`src/rtl/smf_pkg.sv`:
```
package smf_pkg;

    localparam logic [31:0] MTRK_MAGIC      = 32'h4D54_726B;
    localparam logic [30:0] TICK_MAX        = 31'h7FFF_FFFF;
    localparam logic [23:0] DEFAULT_TEMPO   = 24'd500000;
    localparam logic [7:0]  META_TEMPO      = 8'h51;
    localparam logic [7:0]  META_EOT        = 8'h2F;
    localparam logic [7:0]  STAT_META       = 8'hFF;
    localparam logic [7:0]  STAT_SYSEX      = 8'hF0;
    localparam logic [7:0]  STAT_SYSEX_ESC  = 8'hF7;
    localparam logic [3:0]  HI_NOTE_OFF     = 4'h8;
    localparam logic [3:0]  HI_NOTE_ON      = 4'h9;
    localparam logic [3:0]  HI_PROG_CHANGE  = 4'hC;
    localparam logic [3:0]  HI_CHAN_PRESS   = 4'hD;
    localparam logic [3:0]  HI_PITCH_BEND   = 4'hE;

    typedef enum logic [2:0] {
        KIND_NOTE_ON   = 3'd0,
        KIND_NOTE_OFF  = 3'd1,
        KIND_TEMPO     = 3'd2,
        KIND_TRACK_END = 3'd3,
        KIND_ERROR     = 3'd4
    } t_kind;

    typedef enum logic [2:0] {
        ERR_BAD_MAGIC  = 3'd0,
        ERR_TRUNCATED  = 3'd1,
        ERR_LONG_VLQ   = 3'd2,
        ERR_NO_RUNNING = 3'd3,
        ERR_BAD_STATUS = 3'd4
    } t_err_code;

    typedef enum logic [3:0] {
        PH_MAGIC     = 4'd0,
        PH_LEN       = 4'd1,
        PH_DELTA     = 4'd2,
        PH_STATUS    = 4'd3,
        PH_DATA1     = 4'd4,
        PH_DATA2     = 4'd5,
        PH_META_TYPE = 4'd6,
        PH_META_LEN  = 4'd7,
        PH_SYX_LEN   = 4'd8,
        PH_PAYLOAD   = 4'd9,
        PH_SKIP_END  = 4'd10
    } t_phase;

    typedef struct packed {
        t_kind     kind;
        logic [30:0] abs_tick;
        logic [7:0]  note_number;
        logic [7:0]  velocity;
        logic [23:0] tempo_us;
        t_err_code error_code;
        logic        last_of_run;
    } t_result;

    // results caused by one input beat: num is 0, 1 or 2
    typedef struct packed {
        logic [1:0] num;
        t_result    res0;
        t_result    res1;
    } t_dec_out;

endpackage

```
`src/rtl/smf_track_event_parser.sv`:
```
// channel  direction  handshake                   payload
// in       input      i_in_valid / o_in_stall     i_data_byte
// out      output     o_out_valid / i_out_stall   o_kind, o_abs_tick, o_note_number,
//                                                 o_velocity, o_tempo_us, o_error_code,
//                                                 o_last_of_run
// One byte per cycle while o_in_stall is low; the decoder updates its state in the cycle the beat is accepted.
// Results land in a 4-entry output queue; the first is visible the next cycle.
// A byte can cause two results (event plus track end), so input stalls while the
// queue has fewer than two free slots.
// Synchronous active-low reset; ready for the chunk magic right after reset.
module smf_track_event_parser (
    input  logic        i_clk,
    input  logic        i_rst_n,
    input  logic        i_in_valid,
    output logic        o_in_stall,
    input  logic [7:0]  i_data_byte,
    output logic        o_out_valid,
    input  logic        i_out_stall,
    output logic [2:0]  o_kind,
    output logic [30:0] o_abs_tick,
    output logic [7:0]  o_note_number,
    output logic [7:0]  o_velocity,
    output logic [23:0] o_tempo_us,
    output logic [2:0]  o_error_code,
    output logic        o_last_of_run
);
    import smf_pkg::*;

    t_dec_out   dec;
    logic       in_accept;
    logic       pop;
    t_result    head;
    t_result    r_q [4];
    logic [1:0] r_wr_ptr, n_wr_ptr;
    logic [1:0] r_rd_ptr, n_rd_ptr;
    logic [2:0] r_count,  n_count;

    assign o_in_stall = (r_count > 3'd2);
    assign in_accept  = i_in_valid && !o_in_stall;

    smf_decode u_decode (
        .i_clk       (i_clk),
        .i_rst_n     (i_rst_n),
        .i_accept    (in_accept),
        .i_data_byte (i_data_byte),
        .o_dec       (dec)
    );

    assign head        = r_q[r_rd_ptr];
    assign o_out_valid = (r_count != 3'd0);
    assign pop         = o_out_valid && !i_out_stall;

    assign o_kind        = head.kind;
    assign o_abs_tick    = head.abs_tick;
    assign o_note_number = head.note_number;
    assign o_velocity    = head.velocity;
    assign o_tempo_us    = head.tempo_us;
    assign o_error_code  = head.error_code;
    assign o_last_of_run = head.last_of_run;

    always_comb begin
        n_wr_ptr = r_wr_ptr + dec.num;
        n_rd_ptr = r_rd_ptr + {1'b0, pop};
        n_count  = r_count + {1'b0, dec.num} - {2'b0, pop};
    end

    always_ff @(posedge i_clk) begin
        if (dec.num != 2'd0) begin
            r_q[r_wr_ptr] <= dec.res0;
        end
        if (dec.num == 2'd2) begin
            r_q[r_wr_ptr + 2'd1] <= dec.res1;
        end
    end

    always_ff @(posedge i_clk) begin
        if (!i_rst_n) begin
            r_wr_ptr <= 2'd0;
            r_rd_ptr <= 2'd0;
            r_count  <= 3'd0;
        end else begin
            r_wr_ptr <= n_wr_ptr;
            r_rd_ptr <= n_rd_ptr;
            r_count  <= n_count;
        end
    end

    a_count_bound: assert property (@(posedge i_clk) disable iff (!i_rst_n)
        r_count <= 3'd4)
        else $error("output queue overflow");

    a_room_for_results: assert property (@(posedge i_clk) disable iff (!i_rst_n)
        (dec.num != 2'd0) |-> (r_count <= 3'd2))
        else $error("results pushed without two free slots");

    a_error_is_final: assert property (@(posedge i_clk) disable iff (!i_rst_n)
        (dec.num != 2'd0 && dec.res0.kind == KIND_ERROR) |=> (dec.num == 2'd0))
        else $error("result pushed after an error beat");

endmodule

```
`src/rtl/smf_decode.sv`:
```
module smf_decode (
    input  logic              i_clk,
    input  logic              i_rst_n,
    input  logic              i_accept,
    input  logic [7:0]        i_data_byte,
    output smf_pkg::t_dec_out o_dec
);
    import smf_pkg::*;

    t_phase      r_phase,      n_phase;
    logic [1:0]  r_hdr_cnt,    n_hdr_cnt;
    logic [31:0] r_chunk_rem,  n_chunk_rem;
    logic [27:0] r_vlq_val,    n_vlq_val;
    logic [1:0]  r_vlq_cnt,    n_vlq_cnt;
    logic [30:0] r_tick,       n_tick;
    logic [7:0]  r_running,    n_running;
    logic [7:0]  r_cur_status, n_cur_status;
    logic [7:0]  r_meta_kind,  n_meta_kind;
    logic [27:0] r_pay_rem,    n_pay_rem;
    logic [7:0]  r_first_data, n_first_data;
    logic [23:0] r_tempo,      n_tempo;
    logic        r_err,        n_err;

    logic        step;
    logic [27:0] vlq_next;
    logic        vlq_long;
    logic [31:0] tick_sum;
    logic [31:0] rem_dec;
    logic [27:0] pay_dec;
    logic [31:0] rem_shift;
    logic        take_data;
    logic [7:0]  data_status;
    logic        evt;
    t_kind       evt_kind;
    logic [7:0]  evt_note;
    logic [7:0]  evt_vel;
    logic [23:0] evt_tempo;
    logic        trk_end;
    logic        fail;
    t_err_code   fail_code;

    assign step      = i_accept && !r_err;
    assign vlq_next  = {r_vlq_val[20:0], i_data_byte[6:0]};
    assign vlq_long  = i_data_byte[7] && (r_vlq_cnt == 2'd3);
    assign tick_sum  = {1'b0, r_tick} + {4'b0, vlq_next};
    assign rem_dec   = r_chunk_rem - 32'd1;
    assign pay_dec   = r_pay_rem - 28'd1;
    assign rem_shift = {r_chunk_rem[23:0], i_data_byte};

    // next state
    always_comb begin
        n_phase      = r_phase;
        n_hdr_cnt    = r_hdr_cnt;
        n_chunk_rem  = r_chunk_rem;
        n_vlq_val    = r_vlq_val;
        n_vlq_cnt    = r_vlq_cnt;
        n_tick       = r_tick;
        n_running    = r_running;
        n_cur_status = r_cur_status;
        n_meta_kind  = r_meta_kind;
        n_pay_rem    = r_pay_rem;
        n_first_data = r_first_data;
        n_tempo      = r_tempo;
        n_err        = r_err;
        take_data    = 1'b0;
        data_status  = r_cur_status;
        evt          = 1'b0;
        evt_kind     = KIND_NOTE_ON;
        evt_note     = 8'd0;
        evt_vel      = 8'd0;
        evt_tempo    = 24'd0;
        trk_end      = 1'b0;
        fail         = 1'b0;
        fail_code    = ERR_BAD_MAGIC;

        if (step) begin
            case (r_phase)
                PH_MAGIC: begin
                    if (i_data_byte != MTRK_MAGIC[{~r_hdr_cnt, 3'b000} +: 8]) begin
                        fail      = 1'b1;
                        fail_code = ERR_BAD_MAGIC;
                    end else if (r_hdr_cnt == 2'd3) begin
                        n_hdr_cnt   = 2'd0;
                        n_chunk_rem = 32'd0;
                        n_phase     = PH_LEN;
                    end else begin
                        n_hdr_cnt = r_hdr_cnt + 2'd1;
                    end
                end
                PH_LEN: begin
                    n_chunk_rem = rem_shift;
                    if (r_hdr_cnt == 2'd3) begin
                        n_hdr_cnt = 2'd0;
                        n_tick    = 31'd0;
                        n_running = 8'd0;
                        n_phase   = PH_DELTA;
                        n_vlq_val = 28'd0;
                        n_vlq_cnt = 2'd0;
                        if (rem_shift == 32'd0) begin
                            trk_end = 1'b1;
                            n_phase = PH_MAGIC;
                        end
                    end else begin
                        n_hdr_cnt = r_hdr_cnt + 2'd1;
                    end
                end
                default: begin
                    n_chunk_rem = rem_dec;
                    case (r_phase)
                        PH_DELTA: begin
                            if (vlq_long) begin
                                fail      = 1'b1;
                                fail_code = ERR_LONG_VLQ;
                            end else if (i_data_byte[7]) begin
                                n_vlq_val = vlq_next;
                                n_vlq_cnt = r_vlq_cnt + 2'd1;
                            end else begin
                                n_tick    = tick_sum[31] ? TICK_MAX : tick_sum[30:0];
                                n_vlq_val = 28'd0;
                                n_vlq_cnt = 2'd0;
                                n_phase   = PH_STATUS;
                            end
                        end
                        PH_STATUS: begin
                            if (i_data_byte[7]) begin
                                if (i_data_byte == STAT_META) begin
                                    n_phase = PH_META_TYPE;
                                end else if (i_data_byte == STAT_SYSEX ||
                                             i_data_byte == STAT_SYSEX_ESC) begin
                                    n_phase   = PH_SYX_LEN;
                                    n_vlq_val = 28'd0;
                                    n_vlq_cnt = 2'd0;
                                end else if (i_data_byte[7:4] <= HI_PITCH_BEND) begin
                                    n_running    = i_data_byte;
                                    n_cur_status = i_data_byte;
                                    n_phase      = PH_DATA1;
                                end else begin
                                    fail      = 1'b1;
                                    fail_code = ERR_BAD_STATUS;
                                end
                            end else if (r_running == 8'd0) begin
                                fail      = 1'b1;
                                fail_code = ERR_NO_RUNNING;
                            end else begin
                                n_cur_status = r_running;
                                take_data    = 1'b1;
                                data_status  = r_running;
                            end
                        end
                        PH_DATA1: begin
                            take_data = 1'b1;
                        end
                        PH_DATA2: begin
                            if (r_cur_status[7:4] == HI_NOTE_ON && i_data_byte != 8'd0) begin
                                evt      = 1'b1;
                                evt_kind = KIND_NOTE_ON;
                                evt_note = r_first_data;
                                evt_vel  = i_data_byte;
                            end else if (r_cur_status[7:4] == HI_NOTE_ON ||
                                         r_cur_status[7:4] == HI_NOTE_OFF) begin
                                evt      = 1'b1;
                                evt_kind = KIND_NOTE_OFF;
                                evt_note = r_first_data;
                            end
                            n_phase   = PH_DELTA;
                            n_vlq_val = 28'd0;
                            n_vlq_cnt = 2'd0;
                        end
                        PH_META_TYPE: begin
                            n_meta_kind = i_data_byte;
                            n_phase     = PH_META_LEN;
                            n_vlq_val   = 28'd0;
                            n_vlq_cnt   = 2'd0;
                        end
                        PH_META_LEN, PH_SYX_LEN: begin
                            if (vlq_long) begin
                                fail      = 1'b1;
                                fail_code = ERR_LONG_VLQ;
                            end else if (i_data_byte[7]) begin
                                n_vlq_val = vlq_next;
                                n_vlq_cnt = r_vlq_cnt + 2'd1;
                            end else begin
                                n_vlq_val = 28'd0;
                                n_vlq_cnt = 2'd0;
                                if ({4'b0, vlq_next} > rem_dec) begin
                                    fail      = 1'b1;
                                    fail_code = ERR_TRUNCATED;
                                end else if (r_phase == PH_META_LEN &&
                                             r_meta_kind == META_EOT) begin
                                    n_phase = PH_SKIP_END;
                                end else begin
                                    if (r_phase == PH_SYX_LEN ||
                                        !(r_meta_kind == META_TEMPO && vlq_next == 28'd3)) begin
                                        n_meta_kind = 8'd0;
                                    end
                                    n_tempo = 24'd0;
                                    if (vlq_next == 28'd0) begin
                                        n_phase = PH_DELTA;
                                    end else begin
                                        n_pay_rem = vlq_next;
                                        n_phase   = PH_PAYLOAD;
                                    end
                                end
                            end
                        end
                        PH_PAYLOAD: begin
                            if (r_meta_kind == META_TEMPO) begin
                                n_tempo = {r_tempo[15:0], i_data_byte};
                            end
                            n_pay_rem = pay_dec;
                            if (pay_dec == 28'd0) begin
                                if (r_meta_kind == META_TEMPO) begin
                                    evt       = 1'b1;
                                    evt_kind  = KIND_TEMPO;
                                    evt_tempo = (n_tempo == 24'd0) ? DEFAULT_TEMPO : n_tempo;
                                end
                                n_phase   = PH_DELTA;
                                n_vlq_val = 28'd0;
                                n_vlq_cnt = 2'd0;
                            end
                        end
                        default: begin
                        end
                    endcase

                    if (take_data) begin
                        n_first_data = i_data_byte;
                        if (data_status[7:4] == HI_PROG_CHANGE ||
                            data_status[7:4] == HI_CHAN_PRESS) begin
                            n_phase   = PH_DELTA;
                            n_vlq_val = 28'd0;
                            n_vlq_cnt = 2'd0;
                        end else begin
                            n_phase = PH_DATA2;
                        end
                    end

                    // last byte of the chunk: must sit between events
                    if (!fail && rem_dec == 32'd0) begin
                        if (n_phase == PH_SKIP_END ||
                            (n_phase == PH_DELTA && n_vlq_cnt == 2'd0)) begin
                            trk_end   = 1'b1;
                            n_phase   = PH_MAGIC;
                            n_hdr_cnt = 2'd0;
                        end else begin
                            fail      = 1'b1;
                            fail_code = ERR_TRUNCATED;
                        end
                    end
                end
            endcase

            if (fail) begin
                n_err = 1'b1;
            end
        end
    end

    // result assembly: event first, then track end
    always_comb begin
        t_result evt_res;
        t_result end_res;
        t_result fail_res;

        evt_res     = '{kind: evt_kind, abs_tick: n_tick, note_number: evt_note,
                        velocity: evt_vel, tempo_us: evt_tempo,
                        error_code: ERR_BAD_MAGIC, last_of_run: 1'b0};
        end_res     = '{kind: KIND_TRACK_END, abs_tick: n_tick, note_number: 8'd0,
                        velocity: 8'd0, tempo_us: 24'd0,
                        error_code: ERR_BAD_MAGIC, last_of_run: 1'b1};
        fail_res    = '{kind: KIND_ERROR, abs_tick: n_tick, note_number: 8'd0,
                        velocity: 8'd0, tempo_us: 24'd0,
                        error_code: fail_code, last_of_run: 1'b1};

        o_dec.num  = 2'd0;
        o_dec.res0 = fail_res;
        o_dec.res1 = end_res;
        if (fail) begin
            o_dec.num  = 2'd1;
            o_dec.res0 = fail_res;
        end else if (evt) begin
            o_dec.res0             = evt_res;
            o_dec.res0.last_of_run = !trk_end;
            o_dec.num              = trk_end ? 2'd2 : 2'd1;
        end else if (trk_end) begin
            o_dec.num  = 2'd1;
            o_dec.res0 = end_res;
        end
    end

    always_ff @(posedge i_clk) begin
        if (!i_rst_n) begin
            r_phase      <= PH_MAGIC;
            r_hdr_cnt    <= 2'd0;
            r_chunk_rem  <= 32'd0;
            r_vlq_val    <= 28'd0;
            r_vlq_cnt    <= 2'd0;
            r_tick       <= 31'd0;
            r_running    <= 8'd0;
            r_cur_status <= 8'd0;
            r_meta_kind  <= 8'd0;
            r_pay_rem    <= 28'd0;
            r_first_data <= 8'd0;
            r_tempo      <= 24'd0;
            r_err        <= 1'b0;
        end else begin
            r_phase      <= n_phase;
            r_hdr_cnt    <= n_hdr_cnt;
            r_chunk_rem  <= n_chunk_rem;
            r_vlq_val    <= n_vlq_val;
            r_vlq_cnt    <= n_vlq_cnt;
            r_tick       <= n_tick;
            r_running    <= n_running;
            r_cur_status <= n_cur_status;
            r_meta_kind  <= n_meta_kind;
            r_pay_rem    <= n_pay_rem;
            r_first_data <= n_first_data;
            r_tempo      <= n_tempo;
            r_err        <= n_err;
        end
    end

    a_no_result_after_error: assert property (@(posedge i_clk) disable iff (!i_rst_n)
        r_err |-> (o_dec.num == 2'd0))
        else $error("decoder produced a result after an error");

    a_pair_is_event_then_end: assert property (@(posedge i_clk) disable iff (!i_rst_n)
        (o_dec.num == 2'd2) |-> (o_dec.res1.kind == KIND_TRACK_END &&
                                 o_dec.res0.kind != KIND_ERROR &&
                                 o_dec.res0.kind != KIND_TRACK_END))
        else $error("two results per beat must be an event and a track end");

    a_payload_nonempty: assert property (@(posedge i_clk) disable iff (!i_rst_n)
        (r_phase == PH_PAYLOAD) |-> (r_pay_rem != 28'd0))
        else $error("payload phase with no bytes left");

endmodule

```
`config.mk`:
```
export PLATFORM = sky130hd
export DESIGN_NAME = smf_track_event_parser
export DESIGN_NICKNAME = d
export VERILOG_FILES = /design/src/rtl/smf_pkg.sv /design/src/rtl/smf_track_event_parser.sv /design/src/rtl/smf_decode.sv
export SDC_FILE = /design/constraint.sdc
export NUM_CORES = 1
export LEC_CHECK = 0
export BUFFER_PORTS_ARGS = -buffer_cell sky130_fd_sc_hd__buf_2
export CAP_MARGIN = 10
export CELL_PAD_IN_SITES_DETAIL_PLACEMENT = 1
export CELL_PAD_IN_SITES_GLOBAL_PLACEMENT = 1
export CORE_MARGIN = 3
export CORE_UTILIZATION = 35
export DETAILED_ROUTE_END_ITERATION = 12
export PLACE_DENSITY = 0.62
export SLEW_MARGIN = 40
export SYNTH_ARGS = -nofsm -noshare
export SYNTH_HDL_FRONTEND = slang
export SYNTH_SLANG_ARGS = --single-unit
```
`constraint.sdc`:
```
create_clock -name i_clk -period 9.9 [get_ports i_clk]
set_input_delay 1.485 -clock i_clk [delete_from_list [all_inputs] [get_ports i_clk]]
set_output_delay 1.485 -clock i_clk [all_outputs]
set_load 0.01 [all_outputs]
```
==> out/qor.csv <==
metric,value,unit
final_core_util,40.0,%
row_count,98,
yosysTopAreaCellShare,28.9,%
p_per_area,176,nW/um2
synth_xor_area_share,1.89,%
via_count,22364,
rsz0062_at_grt,no,
postSynthAreaPerCell,8.86,um2
critPathMaxStageDelay,730,ps
worst_pin_slew,868,ps
max_slew_margin,42.1,%
critical-path-slowest-cell,or4_1,
clock_skew,20.7,ps
hold_depth,2,
post_cts_buffers,0,
antenna_found_initial,3,
critical_path_buf_inv_count,3,
cts_made_buffers,56,
die_h,276,um
ys_types,86,
critPathCaptureType,register,
core,71900,um2
synth_top_family_by_area,simple AND/OR/NAND/NOR gates,
place_inst,3769,
fmax,0.116,GHz
nets,2968,
reg2reg_depth,26,
cts_root_buf,clkbuf_16,
wl,89.4,mm
wl_per_cell,23.0,um
die_x,276,um
yosys_warnings,0,
setup_viol,0,
synth_fp_nets,2962,
synth_compound_area_share,17.7,%
path_clk_slew,60,ps
ioPinCount,92,
start_util,35.5,%
synth_area_leader_cell,dfxtp_1,
critPathArrivalTime,8890,ps
fin_crit_sh,87.0,%
leakage,10.6,nW
synth_edf_count,124,
finalHoldViolations,0,
synthTopCellsByArea,"dfxtp_1 29%, edfxtp_1 15%, mux4_2 6.9%",
synthMuxAreaShare,7.64,%
drv_cap,0,
ir_drop,0.122,mV
crit_type,register to register,
hold_start,u_decode.r_first_data[3]$_SDFFE_PN0P_,
critPathTopFamily,simple AND/OR/NAND/NOR gates,
ys_top_cells_by_count,"463 x nand2_1, 407 x nor2_1, 368 x dfxtp_1, 300 x a21oi_1, 124 x edfxtp_1",
synth_adder_area_share,3.59,%
viasPerCell,5.77,
drv_slew,0,
hold_class,register to register,
whs_endpoint,u_decode.r_first_data[3]$_SDFFE_PN0P_,
fin_setup_tns,0,ps
syn_area,25500,um2
timing.rr.start,u_decode.r_chunk_rem[4]$_SDFFE_PN0P_,
portBuffers,91,
stdcell_count,3877,
synthFlopType,dfxtp_1,
power,5.07,mW
required,10180,ps
overflow,0,
drtIter0Drc,1418,
dr.pass1.iters,5,
clock_latency,620,ps
placed_cell_area,26800,um2
synth_seq_cells,492,
post-synth-top-count-cell,nand2_1,
hold_buffers,0,
synthSimpleGateAreaFrac,21.4,%
track_usage,23.2,%
place_congestion,0.876,
cp_max_fo,33,
r2r-end,r_q[2][47]$_DFFE_PP_,
hpwl,59.5,mm
seq_area_frac_synth,43.5,%
drc,0,
cts_sinks,492,
htree_num_levels,2,
final_area,28800,um2
grt_max_degree,62,
antenna_left,0,
final_layout_size_suffix_gt1_share,13.6,%
syn2layout_area_growth,12.8,%
status,completed,
dieArea,76100,um2
grt_pass1_vias,23230,
r2r_slack,1290,ps
syn-instance-count,2878,
ctsResizeCount,0,
critPathLaunchType,register,
grt_first_pass_wirelength,139,mm
async_flop_share,0,%
period_minus_slack,8610,ps
tritoncts,built,
clockBufferDepth,3,
[layout make-up]
type	instances	area (um2)
tap	950	1190
timing repair buffer	152	911
multi-input combinational	2136	13500
fill	8385	43100
sequential	492	11100
inverter	46	175
clock buffer	80	1660
clock inverter	20	250
antenna	1	2.50
[tightest hold or removal path: stages, from the launching register on]
cell and delay (ps):
dfxtp_1 300, nand2_1 50, a21oi_1 50
[worst max-delay path by stage]
stage,from,to,slack [ps],cells after the start
finish,u_decode.r_chunk_rem[4]$_SDFFE_PN0P_,r_q[2][47]$_DFFE_PP_,1290,26
global route,u_decode.r_chunk_rem[4]$_SDFFE_PN0P_,r_q[2][46]$_DFFE_PP_,740,26
CTS,u_decode.r_chunk_rem[4]$_SDFFE_PN0P_,r_q[3][50]$_DFFE_PP_,1380,26
detailed placement,u_decode.r_chunk_rem[4]$_SDFFE_PN0P_,r_q[3][45]$_DFFE_PP_,1390,26
global placement,u_decode.r_chunk_rem[4]$_SDFFE_PN0P_,r_q[2][47]$_DFFE_PP_,1650,25
floorplan,u_decode.r_chunk_rem[8]$_SDFFE_PN0P_,r_q[3][44]$_DFFE_PP_,2570,30
[state kept, by name (all words and copies together) (netlist names), 21 cells and up]
name                  cells
u_decode.r_vlq_val       21
u_decode.r_tick          31
u_decode.r_chunk_rem     32
u_decode.r_tempo         24
r_q                     312
u_decode.r_pay_rem       28
[cell usage in the layout (no fill, tap or decap), drive strengths merged, types with 19 or more instances in the layout]
cell    Yosys  layout
a211oi     23      23
a21o       25      25
a21oi     304     304
a221oi     29      29
a22oi      65      65
a311oi     21      21
and2       40      40
buf        90     140
clkbuf    114      87
dfxtp     368     368
edfxtp    124     124
ha         70      70
inv        45      47
mux2i      19      19
mux4       78      78
nand2     463     463
nand2b     21      21
nand3      40      40
nand4      25      25
nor2      407     407
nor3       71      71
nor4       39      39
o211ai     19      19
o21ai      69      69
or3        26      26
xnor2      42      42
[metal layers]
metal,global-route usage (%),up-vias,share of wire (%)
met3,2.89,107,4.5
met1,31.6,11348,46
met5,0,-,0
li1,-,10380,-
met4,5.35,0,1.9
met2,39.2,529,48
[logic make-up after synthesis]
kind of cell | after synthesis
adder cells (fa/ha/maj) | 72
buffers and inverters | 250
multiplexers | 97
flip-flops | 492
AO/OA/AOI/OAI | 687
AND/OR/NAND/NOR | 1225
XOR/XNOR | 55
[per-stage QoR]
step,setup slack [ps],hold slack (ps)
after floorplan,2570,422
after global placement,1650,432
after detailed placement,1390,443
after CTS,1380,451
after global routing,741,471
final,1290,451
[power breakdown]
group | leakage [nW] | switching, mW | internal (mW) | total [mW]
Clock | 0.939 | 0.874 | 1.27 | 2.14
Sequential | 4.23 | 0.0740 | 2.14 | 2.21
Combinational | 5.41 | 0.441 | 0.270 | 0.711
Total | 10.6 | 1.39 | 3.68 | 5.07
(Power assumes the default switching activity.)
